$ cat src/rtl/core/ts_pat_pkg.sv
// Shared types, constants and helpers for the transport stream PAT section parser.
// No dependencies.
package ts_pat_pkg;

    localparam int          FifoDepth = 4;
    localparam int          FifoAw    = 2;
    localparam logic [11:0] MinLength = 12'd9;

    typedef enum logic [3:0] {
        PH_IDLE    = 4'd0,
        PH_LEN_HI  = 4'd1,
        PH_LEN_LO  = 4'd2,
        PH_TSID_HI = 4'd3,
        PH_TSID_LO = 4'd4,
        PH_VER     = 4'd5,
        PH_SEC     = 4'd6,
        PH_LAST    = 4'd7,
        PH_ENTRY   = 4'd8,
        PH_CRC     = 4'd9
    } phase_t;

    typedef enum logic [2:0] {
        KIND_NETWORK   = 3'd0,
        KIND_PROGRAM   = 3'd1,
        KIND_DONE      = 3'd2,
        KIND_BAD_TABLE = 3'd3,
        KIND_TRUNCATED = 3'd4,
        KIND_SHORT_LEN = 3'd5
    } kind_t;

    typedef struct packed {
        kind_t       kind;
        logic [15:0] program_number;
        logic [12:0] map_pid;
        logic [15:0] stream_id;
        logic [4:0]  version;
        logic        current_next;
        logic [7:0]  section_index;
        logic [7:0]  last_section_index;
        logic [31:0] crc_value;
        logic [9:0]  entry_total;
        logic        last_of_run;
    } result_t;

    function automatic logic [9:0] total_entries(input logic [11:0] len);
        logic [11:0] diff;
        diff = len - MinLength;
        if (len < MinLength)
            return 10'd0;
        return diff[11:2];
    endfunction

endpackage

$ cat src/rtl/core/ts_pat_section_parser_core.sv
// PAT section parser: byte-wise field capture, entry/done/error results and result queue.
// Depends on ts_pat_pkg.
// Output: a result is visible on the output in the cycle after its byte is accepted when the
// result queue is empty; otherwise it waits behind the queued transactions.
// Throughput: one byte per cycle while in_stall is low; a byte yields up to two results,
// queued in a four-entry result queue that drains one transaction per cycle while
// out_stall is low. Input stalls while more than two results are queued.
// Reset: asynchronous, clears the parse state, header capture and the result queue.
module ts_pat_section_parser_core (
    input  logic        clk,
    input  logic        rst_n,
    input  logic        in_valid,
    output logic        in_stall,
    input  logic [7:0]  data_byte,
    input  logic        section_start,
    input  logic        buffer_end,
    output logic        out_valid,
    input  logic        out_stall,
    output logic [2:0]  result_kind,
    output logic [15:0] program_number,
    output logic [12:0] map_pid,
    output logic [15:0] stream_id,
    output logic [4:0]  version,
    output logic        current_next,
    output logic [7:0]  section_index,
    output logic [7:0]  last_section_index,
    output logic [31:0] crc_value,
    output logic [9:0]  entry_total,
    output logic        last_of_run
);

    ts_pat_pkg::phase_t phase_reg, phase_next;
    logic [1:0]  byte_in_field_reg, byte_in_field_next;
    logic [9:0]  entries_left_reg, entries_left_next;
    logic [11:0] length_field_reg, length_field_next;
    logic [15:0] entry_program_reg, entry_program_next;
    logic [12:0] entry_pid_reg, entry_pid_next;
    logic [15:0] stream_id_reg, stream_id_next;
    logic [4:0]  version_reg, version_next;
    logic        current_bit_reg, current_bit_next;
    logic [7:0]  section_reg, section_next;
    logic [7:0]  last_section_reg, last_section_next;
    logic [31:0] crc_reg, crc_next;

    ts_pat_pkg::result_t fifo_reg [ts_pat_pkg::FifoDepth];
    logic [ts_pat_pkg::FifoAw-1:0] wr_ptr_reg, wr_ptr_next;
    logic [ts_pat_pkg::FifoAw-1:0] rd_ptr_reg, rd_ptr_next;
    logic [ts_pat_pkg::FifoAw:0]   count_reg, count_next;

    logic in_accept, pop;
    logic has_a, has_trunc, skip;
    ts_pat_pkg::kind_t kind_a;
    logic [15:0] prog_a;
    logic [12:0] pid_a;
    logic [31:0] crc_a;
    logic [9:0]  entries_dec;
    logic [1:0]  n_res;
    ts_pat_pkg::result_t base_res, res_a, res_t0, slot0, slot1;

    assign in_stall  = (count_reg > 3'd2);
    assign in_accept = in_valid && !in_stall;
    assign out_valid = (count_reg != '0);
    assign pop       = out_valid && !out_stall;

    always_comb
    begin
        phase_next         = phase_reg;
        byte_in_field_next = byte_in_field_reg;
        entries_left_next  = entries_left_reg;
        length_field_next  = length_field_reg;
        entry_program_next = entry_program_reg;
        entry_pid_next     = entry_pid_reg;
        stream_id_next     = stream_id_reg;
        version_next       = version_reg;
        current_bit_next   = current_bit_reg;
        section_next       = section_reg;
        last_section_next  = last_section_reg;
        crc_next           = crc_reg;
        has_a              = 1'b0;
        kind_a             = ts_pat_pkg::KIND_DONE;
        prog_a             = 16'd0;
        pid_a              = 13'd0;
        crc_a              = 32'd0;
        skip               = 1'b0;
        entries_dec        = entries_left_reg - 10'd1;

        if (section_start)
        begin
            byte_in_field_next = 2'd0;
            entries_left_next  = 10'd0;
            length_field_next  = 12'd0;
            entry_program_next = 16'd0;
            entry_pid_next     = 13'd0;
            stream_id_next     = 16'd0;
            version_next       = 5'd0;
            current_bit_next   = 1'b0;
            section_next       = 8'd0;
            last_section_next  = 8'd0;
            crc_next           = 32'd0;
            if (data_byte != 8'd0)
            begin
                has_a      = 1'b1;
                kind_a     = ts_pat_pkg::KIND_BAD_TABLE;
                phase_next = ts_pat_pkg::PH_IDLE;
            end
            else
            begin
                phase_next = ts_pat_pkg::PH_LEN_HI;
            end
        end
        else
        begin
            case (phase_reg)
                ts_pat_pkg::PH_LEN_HI:
                begin
                    length_field_next = {data_byte[3:0], 8'd0};
                    phase_next        = ts_pat_pkg::PH_LEN_LO;
                end
                ts_pat_pkg::PH_LEN_LO:
                begin
                    length_field_next = {length_field_reg[11:8], data_byte};
                    if (length_field_next < ts_pat_pkg::MinLength)
                    begin
                        has_a      = 1'b1;
                        kind_a     = ts_pat_pkg::KIND_SHORT_LEN;
                        phase_next = ts_pat_pkg::PH_IDLE;
                    end
                    else
                    begin
                        entries_left_next = ts_pat_pkg::total_entries(length_field_next);
                        phase_next        = ts_pat_pkg::PH_TSID_HI;
                    end
                end
                ts_pat_pkg::PH_TSID_HI:
                begin
                    stream_id_next = {data_byte, 8'd0};
                    phase_next     = ts_pat_pkg::PH_TSID_LO;
                end
                ts_pat_pkg::PH_TSID_LO:
                begin
                    stream_id_next = {stream_id_reg[15:8], data_byte};
                    phase_next     = ts_pat_pkg::PH_VER;
                end
                ts_pat_pkg::PH_VER:
                begin
                    version_next     = data_byte[5:1];
                    current_bit_next = data_byte[0];
                    phase_next       = ts_pat_pkg::PH_SEC;
                end
                ts_pat_pkg::PH_SEC:
                begin
                    section_next = data_byte;
                    phase_next   = ts_pat_pkg::PH_LAST;
                end
                ts_pat_pkg::PH_LAST:
                begin
                    last_section_next  = data_byte;
                    byte_in_field_next = 2'd0;
                    phase_next = (entries_left_reg != 10'd0) ? ts_pat_pkg::PH_ENTRY
                                                             : ts_pat_pkg::PH_CRC;
                end
                ts_pat_pkg::PH_ENTRY:
                begin
                    case (byte_in_field_reg)
                        2'd0:    entry_program_next = {data_byte, 8'd0};
                        2'd1:    entry_program_next = {entry_program_reg[15:8], data_byte};
                        2'd2:    entry_pid_next     = {data_byte[4:0], 8'd0};
                        default:
                        begin
                            entry_pid_next    = {entry_pid_reg[12:8], data_byte};
                            has_a             = 1'b1;
                            kind_a = (entry_program_reg == 16'd0) ? ts_pat_pkg::KIND_NETWORK
                                                                  : ts_pat_pkg::KIND_PROGRAM;
                            prog_a            = entry_program_reg;
                            pid_a             = entry_pid_next;
                            entries_left_next = entries_dec;
                            if (entries_dec == 10'd0)
                                phase_next = ts_pat_pkg::PH_CRC;
                        end
                    endcase
                    byte_in_field_next = byte_in_field_reg + 2'd1;
                end
                ts_pat_pkg::PH_CRC:
                begin
                    crc_next = {crc_reg[23:0], data_byte};
                    if (byte_in_field_reg == 2'd3)
                    begin
                        has_a      = 1'b1;
                        kind_a     = ts_pat_pkg::KIND_DONE;
                        crc_a      = crc_next;
                        phase_next = ts_pat_pkg::PH_IDLE;
                    end
                    byte_in_field_next = byte_in_field_reg + 2'd1;
                end
                default:
                begin
                    phase_next = ts_pat_pkg::PH_IDLE;
                    skip       = 1'b1;
                end
            endcase
        end

        has_trunc = !skip && buffer_end && (phase_next != ts_pat_pkg::PH_IDLE);
        if (has_trunc)
            phase_next = ts_pat_pkg::PH_IDLE;

        base_res.kind               = ts_pat_pkg::KIND_TRUNCATED;
        base_res.program_number     = 16'd0;
        base_res.map_pid            = 13'd0;
        base_res.stream_id          = stream_id_next;
        base_res.version            = version_next;
        base_res.current_next       = current_bit_next;
        base_res.section_index      = section_next;
        base_res.last_section_index = last_section_next;
        base_res.crc_value          = 32'd0;
        base_res.entry_total        = ts_pat_pkg::total_entries(length_field_next);
        base_res.last_of_run        = 1'b1;

        res_a                = base_res;
        res_a.kind           = kind_a;
        res_a.program_number = prog_a;
        res_a.map_pid        = pid_a;
        res_a.crc_value      = crc_a;
        res_a.last_of_run    = !has_trunc;

        res_t0 = base_res;

        slot0 = has_a ? res_a : res_t0;
        slot1 = res_t0;
        n_res = {1'b0, has_a} + {1'b0, has_trunc};
    end

    always_comb
    begin
        wr_ptr_next = wr_ptr_reg;
        rd_ptr_next = rd_ptr_reg;
        count_next  = count_reg;
        if (in_accept)
        begin
            wr_ptr_next = wr_ptr_reg + n_res;
            count_next  = count_reg + {1'b0, n_res};
        end
        if (pop)
        begin
            rd_ptr_next = rd_ptr_reg + 2'd1;
            count_next  = count_next - 3'd1;
        end
    end

    always_ff @(posedge clk or negedge rst_n)
    begin
        if (!rst_n)
        begin
            phase_reg         <= ts_pat_pkg::PH_IDLE;
            byte_in_field_reg <= 2'd0;
            entries_left_reg  <= 10'd0;
            length_field_reg  <= 12'd0;
            entry_program_reg <= 16'd0;
            entry_pid_reg     <= 13'd0;
            stream_id_reg     <= 16'd0;
            version_reg       <= 5'd0;
            current_bit_reg   <= 1'b0;
            section_reg       <= 8'd0;
            last_section_reg  <= 8'd0;
            crc_reg           <= 32'd0;
            wr_ptr_reg        <= '0;
            rd_ptr_reg        <= '0;
            count_reg         <= '0;
        end
        else
        begin
            if (in_accept)
            begin
                phase_reg         <= phase_next;
                byte_in_field_reg <= byte_in_field_next;
                entries_left_reg  <= entries_left_next;
                length_field_reg  <= length_field_next;
                entry_program_reg <= entry_program_next;
                entry_pid_reg     <= entry_pid_next;
                stream_id_reg     <= stream_id_next;
                version_reg       <= version_next;
                current_bit_reg   <= current_bit_next;
                section_reg       <= section_next;
                last_section_reg  <= last_section_next;
                crc_reg           <= crc_next;
            end
            wr_ptr_reg <= wr_ptr_next;
            rd_ptr_reg <= rd_ptr_next;
            count_reg  <= count_next;
        end
    end

    always_ff @(posedge clk)
    begin
        if (in_accept && (n_res != 2'd0))
            fifo_reg[wr_ptr_reg] <= slot0;
        if (in_accept && (n_res == 2'd2))
            fifo_reg[wr_ptr_reg + 2'd1] <= slot1;
    end

    assign result_kind        = fifo_reg[rd_ptr_reg].kind;
    assign program_number     = fifo_reg[rd_ptr_reg].program_number;
    assign map_pid            = fifo_reg[rd_ptr_reg].map_pid;
    assign stream_id          = fifo_reg[rd_ptr_reg].stream_id;
    assign version            = fifo_reg[rd_ptr_reg].version;
    assign current_next       = fifo_reg[rd_ptr_reg].current_next;
    assign section_index      = fifo_reg[rd_ptr_reg].section_index;
    assign last_section_index = fifo_reg[rd_ptr_reg].last_section_index;
    assign crc_value          = fifo_reg[rd_ptr_reg].crc_value;
    assign entry_total        = fifo_reg[rd_ptr_reg].entry_total;
    assign last_of_run        = fifo_reg[rd_ptr_reg].last_of_run;

endmodule
$ cat config.mk
export PLATFORM = sky130hd
export DESIGN_NAME = ts_pat_section_parser_core
export DESIGN_NICKNAME = d
export VERILOG_FILES = /design/src/rtl/core/ts_pat_pkg.sv /design/src/rtl/core/ts_pat_section_parser_core.sv
export SDC_FILE = /design/constraint.sdc
export NUM_CORES = 1
export LEC_CHECK = 0
export ABC_AREA = 1
export BUFFER_PORTS_ARGS = -buffer_cell sky130_fd_sc_hd__clkbuf_2
export CORE_UTILIZATION = 37
export DETAILED_ROUTE_END_ITERATION = 8
export PLACE_DENSITY_LB_ADDON = 0.2
export SYNTH_ARGS = -nofsm -noshare
export SYNTH_HDL_FRONTEND = slang
export SYNTH_SLANG_ARGS = --single-unit
$ cat constraint.sdc
create_clock -name clk -period 3.45 [get_ports clk]
set_input_delay 0.1725 -clock clk [delete_from_list [all_inputs] [get_ports clk]]
set_output_delay 0.1725 -clock clk [all_outputs]
set_load 0.005 [all_outputs]
### Yosys cells after proc, flatten, opt, wreduce, memory -nomap -nowiden

Memories as Yosys holds them, arrays and structs flattened.
Index checks and enable logic that the tools add are counted.

| storage, ports and cells | value |
|---|---|
| word-level logic and storage cells | 154 |
| input bits | 14 |
| memories kept | 1 |
| bits in registers | 118 |
| output and inout port bits | 115 |
| RAM bits | 452 |

| cells by class | value |
|---|---|
| magnitude comparators | 3 |
| multiplexer cells | 72 |
| $add $sub $neg | 10 |
| reduce and logical (&&, ||, !) cells | 35 |
| equal/unequal tests | 17 |

Memories:

| name | words | bits a word | rd ports | clocked after Yosys merged registers in | wr ports | RTL line | source |
|---|---|---|---|---|---|---|---|
| fifo_reg | 4 | 113 | 1 | 0 | 2 | ts_pat_section_parser_core.sv:45 | `ts_pat_pkg::result_t fifo_reg [ts_pat_pkg::FifoDepth];` |

Operators by type and width:

| operator | number |
|---|---|
| two-way mux 113 bit | 1 |
| two-way mux 16 bit | 6 |
| two-way mux 32 bit | 3 |
| two-way mux 13 bit | 5 |
| one-hot mux 16 bit (2 select lines) | 2 |
| two-way mux 10 bit | 6 |
| two-way mux 24 bit | 2 |
| one-hot mux 4 bit (9 select lines) | 1 |
| two-way mux 8 bit | 4 |
| one-hot mux 13 bit (2 select lines) | 1 |
| less-than comparator 12 x 4 -> 1 bit, second input constant | 2 |
| one-hot mux 12 bit (2 select lines) | 1 |
| subtractor 12 x 4 -> 12 bit, second input constant | 2 |
| two-way mux 1 bit | 21 |
| two-way mux 4 bit | 5 |
| one-hot mux 10 bit (2 select lines) | 1 |
| equality test 4 x 3 -> 1 bit, second input constant | 4 |
| zero test 16 bit | 1 |
| two-way mux 12 bit | 1 |
| two-way mux 3 bit | 4 |
| AND reduction 4 bit | 3 |
| nonzero test 3 bit | 4 |
| zero test 10 bit | 1 |
| two-way mux 5 bit | 2 |
| other kinds (31) | 54 |

### Depth between registers and ports, before layout

Gate-level depths: netlist of run 1.

| logic depth | value |
|---|---|
| depth in word-level cells | 13 |
| mapped depth | 24 |
| depth with buffers taken out | 24 |

### Worst setup path after synthesis of run 1

OpenSTA, ideal clock, no wires.

| path | value |
|---|---|
| path kind | register -> register |
| from | register phase_reg[0] |
| to | memory fifo_reg[2][10] (netlist name), enable pin |
| library setup time | 404 ps |
| path buffers | 0 |
| arrival | 3375 ps |
| required time | 3046 ps |
| stages on the path, launching flop included | 14 |
| clock period less this slack | 3779 ps |
| path slack | -329 ps |
| path through | dfrtp_1 -> nor2_1 -> nand2_2 -> nand2_1 -> inv_1 -> o31ai_4 -> or2_2 -> inv_1 -> ha_1 -> nor2_1 -> inv_2 -> nor3_2 -> nor2_1 -> inv_1 |

RTL lines:

| item | RTL line | source |
|---|---|---|
| start: declaration | ts_pat_section_parser_core.sv:32 | `ts_pat_pkg::phase_t phase_reg, phase_next;` |
| start signal: assignment | ts_pat_section_parser_core.sv:254 | `phase_reg <= ts_pat_pkg::PH_IDLE;` |
| start signal: assignment | ts_pat_section_parser_core.sv:274 | `phase_reg <= phase_next;` |
| end: declaration | ts_pat_section_parser_core.sv:45 |  |

==> metrics.md, run 1 <==
| Metric | Value |
|---|---|
| Vias per inst | around 5.5 |
| Layout Nets | 2,920 |
| Latest clock arrival within the worst-skew pair | 0.62 ns |
| Slowest CP cell | dfrtp_1 |
| Setup slack, reg-to-reg | 0.18 ns |
| Routed WL per cell | 20.0 um |
| Syn_area_per_cell | a little under 9 um2 |
| Seq/Total Area, Yosys | a little under three fifths |
| Placer Congestion | 0.902 |
| Leak | 10.8 nW |
| Post-synthesis register bit count | 570 |
| Post-synth top flop | dfxtp_1 |
| CTS Buf Count | 66 |
| Overflow after GRT | 0 |
| Row cnt | slightly above 90 |
| Worst VDD drop | 0.470 mV |
| Worst Path Buf+Inv | 8 |
| CP Max Fanout | 39 |
| Antenna-violating nets left | 0 |
| Die width | 258 um |
| I/O Buffers | approximately 130 |
| Worst Path Arrival | 3.62 ns |
| P&R area growth vs syn | 17.6% |
| Total GRT Usage | 22.4% |
| Gate Count Post-Synth | between 2,000 and 3,000 |
| Pin count of the biggest net entering global routing | 131 |
| CTS HTree Levels | 3 |
| Clk buf depth | 3 |
| Fin. max-slew vios | 0 |
| Distinct cells, synth | 46 |
| Crit Path Class | register to register |
| I/O pins | 129 |
| Diodes inserted | 0 |
| Setup crit end kind | register |
| CTS tree | done |
| Outcome | completed |
| WL final | 76,100 um |
| Final instance area | 28,600 um2 |
| DRT Pass-1 Iters | 8 |
| Slowest stage delay, CP | 0.43 ns |
| Cells after DPL | between 3,000 and 4,000 |
| PwrDens | between 800 and 900 nW/um2 |
| Tcrit/Tclk final | a little over nine tenths |
| Post-route minimum period | about 3.3 ns |
| CTS root buffer | clkbuf_16 |
| First-pass GRT wire length | between 100,000 and 150,000 um |
| HPWL after detailed placement | 46,400 um |
| Max Clock Freq | 306 MHz |
| DRC viols | 0 |
| Non-Filler Instances | 3,800 |
| Post-Syn Nets | 2,822 |
| Final WS setup | 0.180 ns |
| Synthesis Warnings | 0 |
| Slew @ Worst Pin | 0.923 ns |
| Vias in the first global route | approximately 20,000 |
| Die Y | around 260 um |
| Synthesized area | 24,300 um2 |
| Placed Area | 26,200 um2 |
| Final setup fails | 0 |
| Hold Vio Cnt, Final | 0 |
| Max-cap violations | 0 |
| Worst hold-check path type | input pin to register |
| Initial antenna violation count | 3 |
| 1st-iter DRT viols | 1,915 |
| Setup Total Neg Slack | 0 ns |
| Share of layout cells above drive strength 1 | between 10% and 20% |
| Routed via count | 20,900 |
| Post-synth ARST share | 20.7% |
| Max reg flops | 452 |
| Top delay family on crit path | simple AND/OR/NAND/NOR gates |
| Core area | between 60,000 and 70,000 um2 |
| Startpoint Class | register |
| Worst clock skew | between 0.02 and 0.025 ns |
| Crit path cell chain | inv_2 -> nor2_2 -> nand2_2 -> clkinv_1 -> nand2_1 -> o21ai_0 -> nor3_1 -> nand3_1 -> nand2_1 -> nand2_1 -> nand2_2 -> inv_1 -> ha_1 -> inv_1 -> nor2_1 -> inv_1 -> nor3_1 -> buf_4 -> nor2_4 -> buf_4 -> buf_12 -> nor2_1 |
| Starting density of the core | 37.5% |
| Number of synthesized flops with an enable pin | 192 |
| Required @ worst endpoint | 3.80 ns |
| Dpl ws | 0.0353 ns |
| Final hold slack | 0.0314 ns |
| Rel. slew slack | between 30% and 40% |
| CTS sink cnt | 570 |
| Clk pin slew, worst setup/hold paths | 0.06 ns |
| Die ar. | around 67,000 um2 |
tightest hold or removal path: stages:
cell	delay [ns]
clkbuf_2	0.09
o21ai_0	0.07
nand3_1	0.09
o21ai_0	0.08
o22ai_1	0.08
cells by family after synthesis:
logic type | share of synthesized area (%)
XOR/XNOR | 0.252
AND/OR/NAND/NOR | 16.3
adder cells (fa/ha/maj) | 0.752
multiplexers | 0.0824
AO/OA/AOI/OAI | 20.2
buffers and inverters | 5.07
flip-flops | 57.3
layout make-up:
type | instances | area, um2
Tap cell | 855 | 1070
Timing Repair Buffer | 227 | 1660
Fill cell | 6361 | 36100
Multi-Input combinational cell | 1907 | 9280
Inverter | 120 | 474
Clock buffer | 96 | 1820
Sequential cell | 570 | 13900
Clock inverter | 25 | 328
Yosys cell counts (8+ instances only):
library cell	instances	area share (%)
a21oi_1	119	2.5
a32o_1	16	0.66
buf_2	21	0.43
clkbuf_1	167	2.6
dfrtp_1	118	12
dfxtp_1	260	21
edfxtp_1	192	24
ha_1	13	0.67
inv_1	110	1.7
nand2_1	367	5.7
nand3_1	92	1.9
nor2_1	478	7.4
nor3_1	8	0.16
o211ai_1	23	0.71
o21ai_0	579	12
o21ai_1	11	0.23
o22ai_1	141	3.6
metrics by stage:
step | utilization, % | power [W]
detailed placement | 40.5 | 0.0181
finish | 44.1 | 0.0251
global placement | 40.5 | 0.0179
floorplan | - | 0.0143
CTS | 43.9 | 0.0252
global route | 44.1 | 0.0266
what timing repair did:
item / in CTS / in global routing
hold endpoints to repair: 67 / 0
endpoints found under the setup margin: 0 / 457
resized for setup: 0 / 29
setup buffers: 0 / 4
hold buffers: 4 / 0
power breakdown:
part	switching [W]	total [W]	internal (W)
Sequential	0.000839	0.00904	0.00820
Combinational	0.00591	0.00908	0.00316
Clock	0.00284	0.00699	0.00414
Total	0.00959	0.0251	0.0155
worst paths after layout:
path                                        to  depth (start not counted)              from
max reg2reg                    fifo_reg[0][65]                         22      phase_reg[0]
max in group asynchronous          crc_reg[17]                          3             rst_n
min                        entries_left_reg[0]                          5      data_byte[2]
max                            fifo_reg[0][65]                         22      phase_reg[0]
min reg2reg                   fifo_reg[1][104]                          2  fifo_reg[1][104]
min in group asynchronous       section_reg[2]                          2             rst_n
placed cells by master, fill, tap and decap left out, types with 7 or more instances in the layout:
cell type / Yosys / routed
clkbuf_2: 0 / 127
o21ai_1: 11 / 13
buf_12: 0 / 19
a32o_1: 16 / 16
o21ai_0: 579 / 576
buf_4: 0 / 74
inv_2: 6 / 7
clkbuf_16: 0 / 68
nand2_2: 6 / 9
o211ai_1: 23 / 23
clkinv_2: 0 / 8
nand2_1: 367 / 363
nand3_1: 92 / 91
inv_6: 0 / 7
nand4_1: 7 / 7
dfxtp_1: 260 / 260
dfrtp_1: 118 / 115
nor2_1: 478 / 469
edfxtp_1: 192 / 192
a21oi_1: 119 / 119
ha_1: 13 / 9
o22ai_1: 141 / 141
clkbuf_1: 167 / 26
nor3_1: 8 / 7
inv_1: 110 / 102
per-layer routing:
metal,track usage [%],wire length [um],share of wire [%]
met5,0,43,0.057
met4,7.05,1850,2.4
met3,3.93,4680,6.2
met2,36.7,36000,47
met1,29.9,33500,44
(Power assumes the default switching activity.)
==> run 2: changes to the inputs <==
--- a/config.mk
+++ b/config.mk
@@ -9,7 +9,9 @@
 export BUFFER_PORTS_ARGS = -buffer_cell sky130_fd_sc_hd__clkbuf_2
 export CORE_UTILIZATION = 37
 export DETAILED_ROUTE_END_ITERATION = 8
+export MAX_ROUTING_LAYER = met4
 export PLACE_DENSITY_LB_ADDON = 0.2
+export REMOVE_ABC_BUFFERS = 1
 export SYNTH_ARGS = -nofsm -noshare
 export SYNTH_HDL_FRONTEND = slang
 export SYNTH_SLANG_ARGS = --single-unit
==> run 2 against run 1 <==
Compared with the run above:
- final cell count shrank 0.34%
- total power shrank 1.7%
- via count shrank 0.47%
- flip-flop and latch count is the same
- sequential power shrank 0.7%
- clock power shrank 6.3%
- critical path type unchanged
- critical endpoint is now count_reg[2]
- largest power group unchanged
- highest routed layer is now met4
==> metrics.md, run 2 (synthesized netlist as in run 1, its figures left out) <==
| Metric | Value |
|---|---|
| Die width | approximately 260 um |
| CTS root buffer | clkbuf_16 |
| Vias in the first global route | 20,200 |
| Crit Path Class | register to register |
| Worst hold path depth | 4 |
| Placed Area | ~26,000 um2 |
| Startpoint Class | register |
| Diodes inserted | 0 |
| Slew @ Worst Pin | 0.916 ns |
| Non-Filler Instances | 3,787 |
| HP Start | section_start |
| Initial antenna violation count | 0 |
| Commonest non-fill, non-tap cell in the layout | o21ai_0 |
| Final instance area | roughly 28,000 um2 |
| Layout Nets | 2,910 |
| First-pass GRT wire length | 118,000 um |
| Antenna-violating nets left | 0 |
| Tcrit/Tclk final | 94.9% |
| Vias per inst | 5.49 |
| CTS tree | done |
| Final setup fails | 0 |
| Pin count of the biggest net entering global routing | 130 |
| Number of fill cells | 6,381 |
| Overflow after GRT | 0 |
| Reg2reg path depth | 21 |
| Fin. max-slew vios | 0 |
| Starting density of the core | 37.5% |
| CTS sink cnt | 570 |
| Row cnt | 93 |
| Post-route minimum period | 3.28 ns |
| Crit path top cell by count | nand2_1 |
| Share of layout cells above drive strength 1 | between 10% and 20% |
| Die Y | 258 um |
| Slowest CP cell | fa_1 |
| DRT Pass-1 Iters | 8 |
| Slowest stage delay, CP | 0.47 ns |
| Routed via count | 20,800 |
| Worst Path Arrival | 3.78 ns |
| DRC viols | 0 |
| Worst hold-check path type | input pin to register |
| CP Max Fanout | 3 |
| Setup slack, reg-to-reg | 0.17 ns |
| Final hold slack | about 0.045 ns |
| Clk pin slew, worst setup/hold paths | 0.07 ns |
| Total GRT Usage | 23.2% |
| Core area | 64,700 um2 |
| Hold Vio Cnt, Final | 0 |
| Latest clock arrival within the worst-skew pair | 0.63 ns |
| Crit path cell chain | nor2_2 -> nand2_2 -> buf_4 -> xor2_2 -> nand3_1 -> nor2_1 -> nand2_1 -> nand3_1 -> nand2_1 -> nand2_1 -> nand2_2 -> ha_4 -> ha_2 -> inv_1 -> fa_1 -> nand2_1 -> o21ai_2 -> ha_2 -> nand2_1 -> xor2_1 -> inv_1 |
| Worst clock skew | between 0.02 and 0.03 ns |
| Reg area | 13,900 um2 |
| CTS Buf Count | 60 |
| Setup crit end kind | register |
| Cells after DPL | 3,665 |
| Placer Congestion | 0.905 |
| 1st-iter DRT viols | 1,741 |
| Die ar. | 66,700 um2 |
| R2r endpoint | count_reg[2] |
| Routed WL per cell | 20.2 um |
| I/O Buffers | 128 |
| Design Power | 0.0247 W |
| Leak | between 10 and 15 nW |
| PwrDens | 867 nW/um2 |
| Worst VDD drop | around 0.49 mV |
| WL final | 76,600 um |
| Max reg flops | 452 |
| Clk buf depth | 3 |
| Multi-input combinational cell area | between 9000 and 10,000 um2 |
| Required @ worst endpoint | 3.95 ns |
| CTS HTree Levels | 2 |
| Max Clock Freq | 305 MHz |
| P&R area growth vs syn | 17.1% |
| Rel. slew slack | 38.9% |
| HPWL after detailed placement | 46,100 um |
| Worst flop-to-flop path startpoint | entries_left_reg[2] |
| Outcome | completed |
| Most frequent cells in the layout | o21ai_0 (576), nor2_1 (463), nand2_1 (362) |
| I/O pins | 129 |
| Hold endpoint | phase_reg[2] |
| Max-cap violations | 0 |
[run 2: cell types whose count changed in the layout (fill, tap and decap cells not counted), sizes merged]
cell,delta
bufinv,-2
dlygate4sd3,-1
clkbuf,+2
clkinvlp,-5
clkinv,-5
buf,-2
[run 2: metrics by stage]
stage / setup TNS [ns] / util [%] / setup slack [ns]
final: 0 / 44.0 / 0.174
after global routing: -0.00990 / 44.0 / -0.00990
after CTS: 0 / 43.7 / 0.0214
after detailed placement: -0.000965 / 40.6 / -0.000965
after global placement: 0 / 40.6 / 0.0810
after floorplan: -2157.04 / - / -4.69
[run 2: power by group]
group,internal (W),switching (W),total [W]
Combinational,0.00323,0.00592,0.00915
Clock,0.00387,0.00268,0.00655
Sequential,0.00820,0.000777,0.00898
[run 2: final cells by class]
| class | instances | share of cell area (%) |
|---|---|---|
| Timing Repair Buffer | 223 | 5.99 |
| Tap cell | 855 | 3.76 |
| Inverter | 120 | 1.60 |
| Sequential cell | 570 | 49.0 |
| Multi-Input combinational cell | 1907 | 32.7 |
| Clock buffer | 99 | 6.39 |
| Clock inverter | 13 | 0.646 |
[run 2: metal layers]
metal	global-route usage (%)	wire length, um	vias to the layer above
li1	-	-	9821
met1	31.0	34600	10300
met2	37.2	36300	604
met3	2.47	3920	119
met4	7.07	1810	0
met5	-	0	-
[run 2: worst max-delay path by stage]
| stage | from | to | slack, ns | cells after the start |
|---|---|---|---|---|
| finish | entries_left_reg[2] | count_reg[2] | 0.17 | 21 |
| detailed placement | entries_left_reg[0] | count_reg[2] | -0.001 | 23 |
| global route | entries_left_reg[0] | count_reg[2] | -0.01 | 22 |
| floorplan | rd_ptr_reg[0] | crc_value[0] | -4.69 | 3 |
| CTS | entries_left_reg[1] | count_reg[2] | 0.02 | 23 |
| global placement | entries_left_reg[0] | count_reg[2] | 0.08 | 23 |
[run 2: repair_timing]
item                                   in CTS  in global routing
cloned                                      0                  0
pin swaps                                   0                 12
resized for setup                           1                 33
endpoints found under the hold margin      51                  0
setup buffers                               0                  7
setup endpoints to repair                   1                277
hold buffers                                3                  0
[run 2: worst max-delay path: cells and delay by family (launching register included)]
kind            cells  cell delay, ns
compound gates      1            0.08
buf+inv             3            0.25
xor+xnor            2            0.32
flops               1            0.43
simple gates       11            0.95
fa+ha+maj           4            1.10
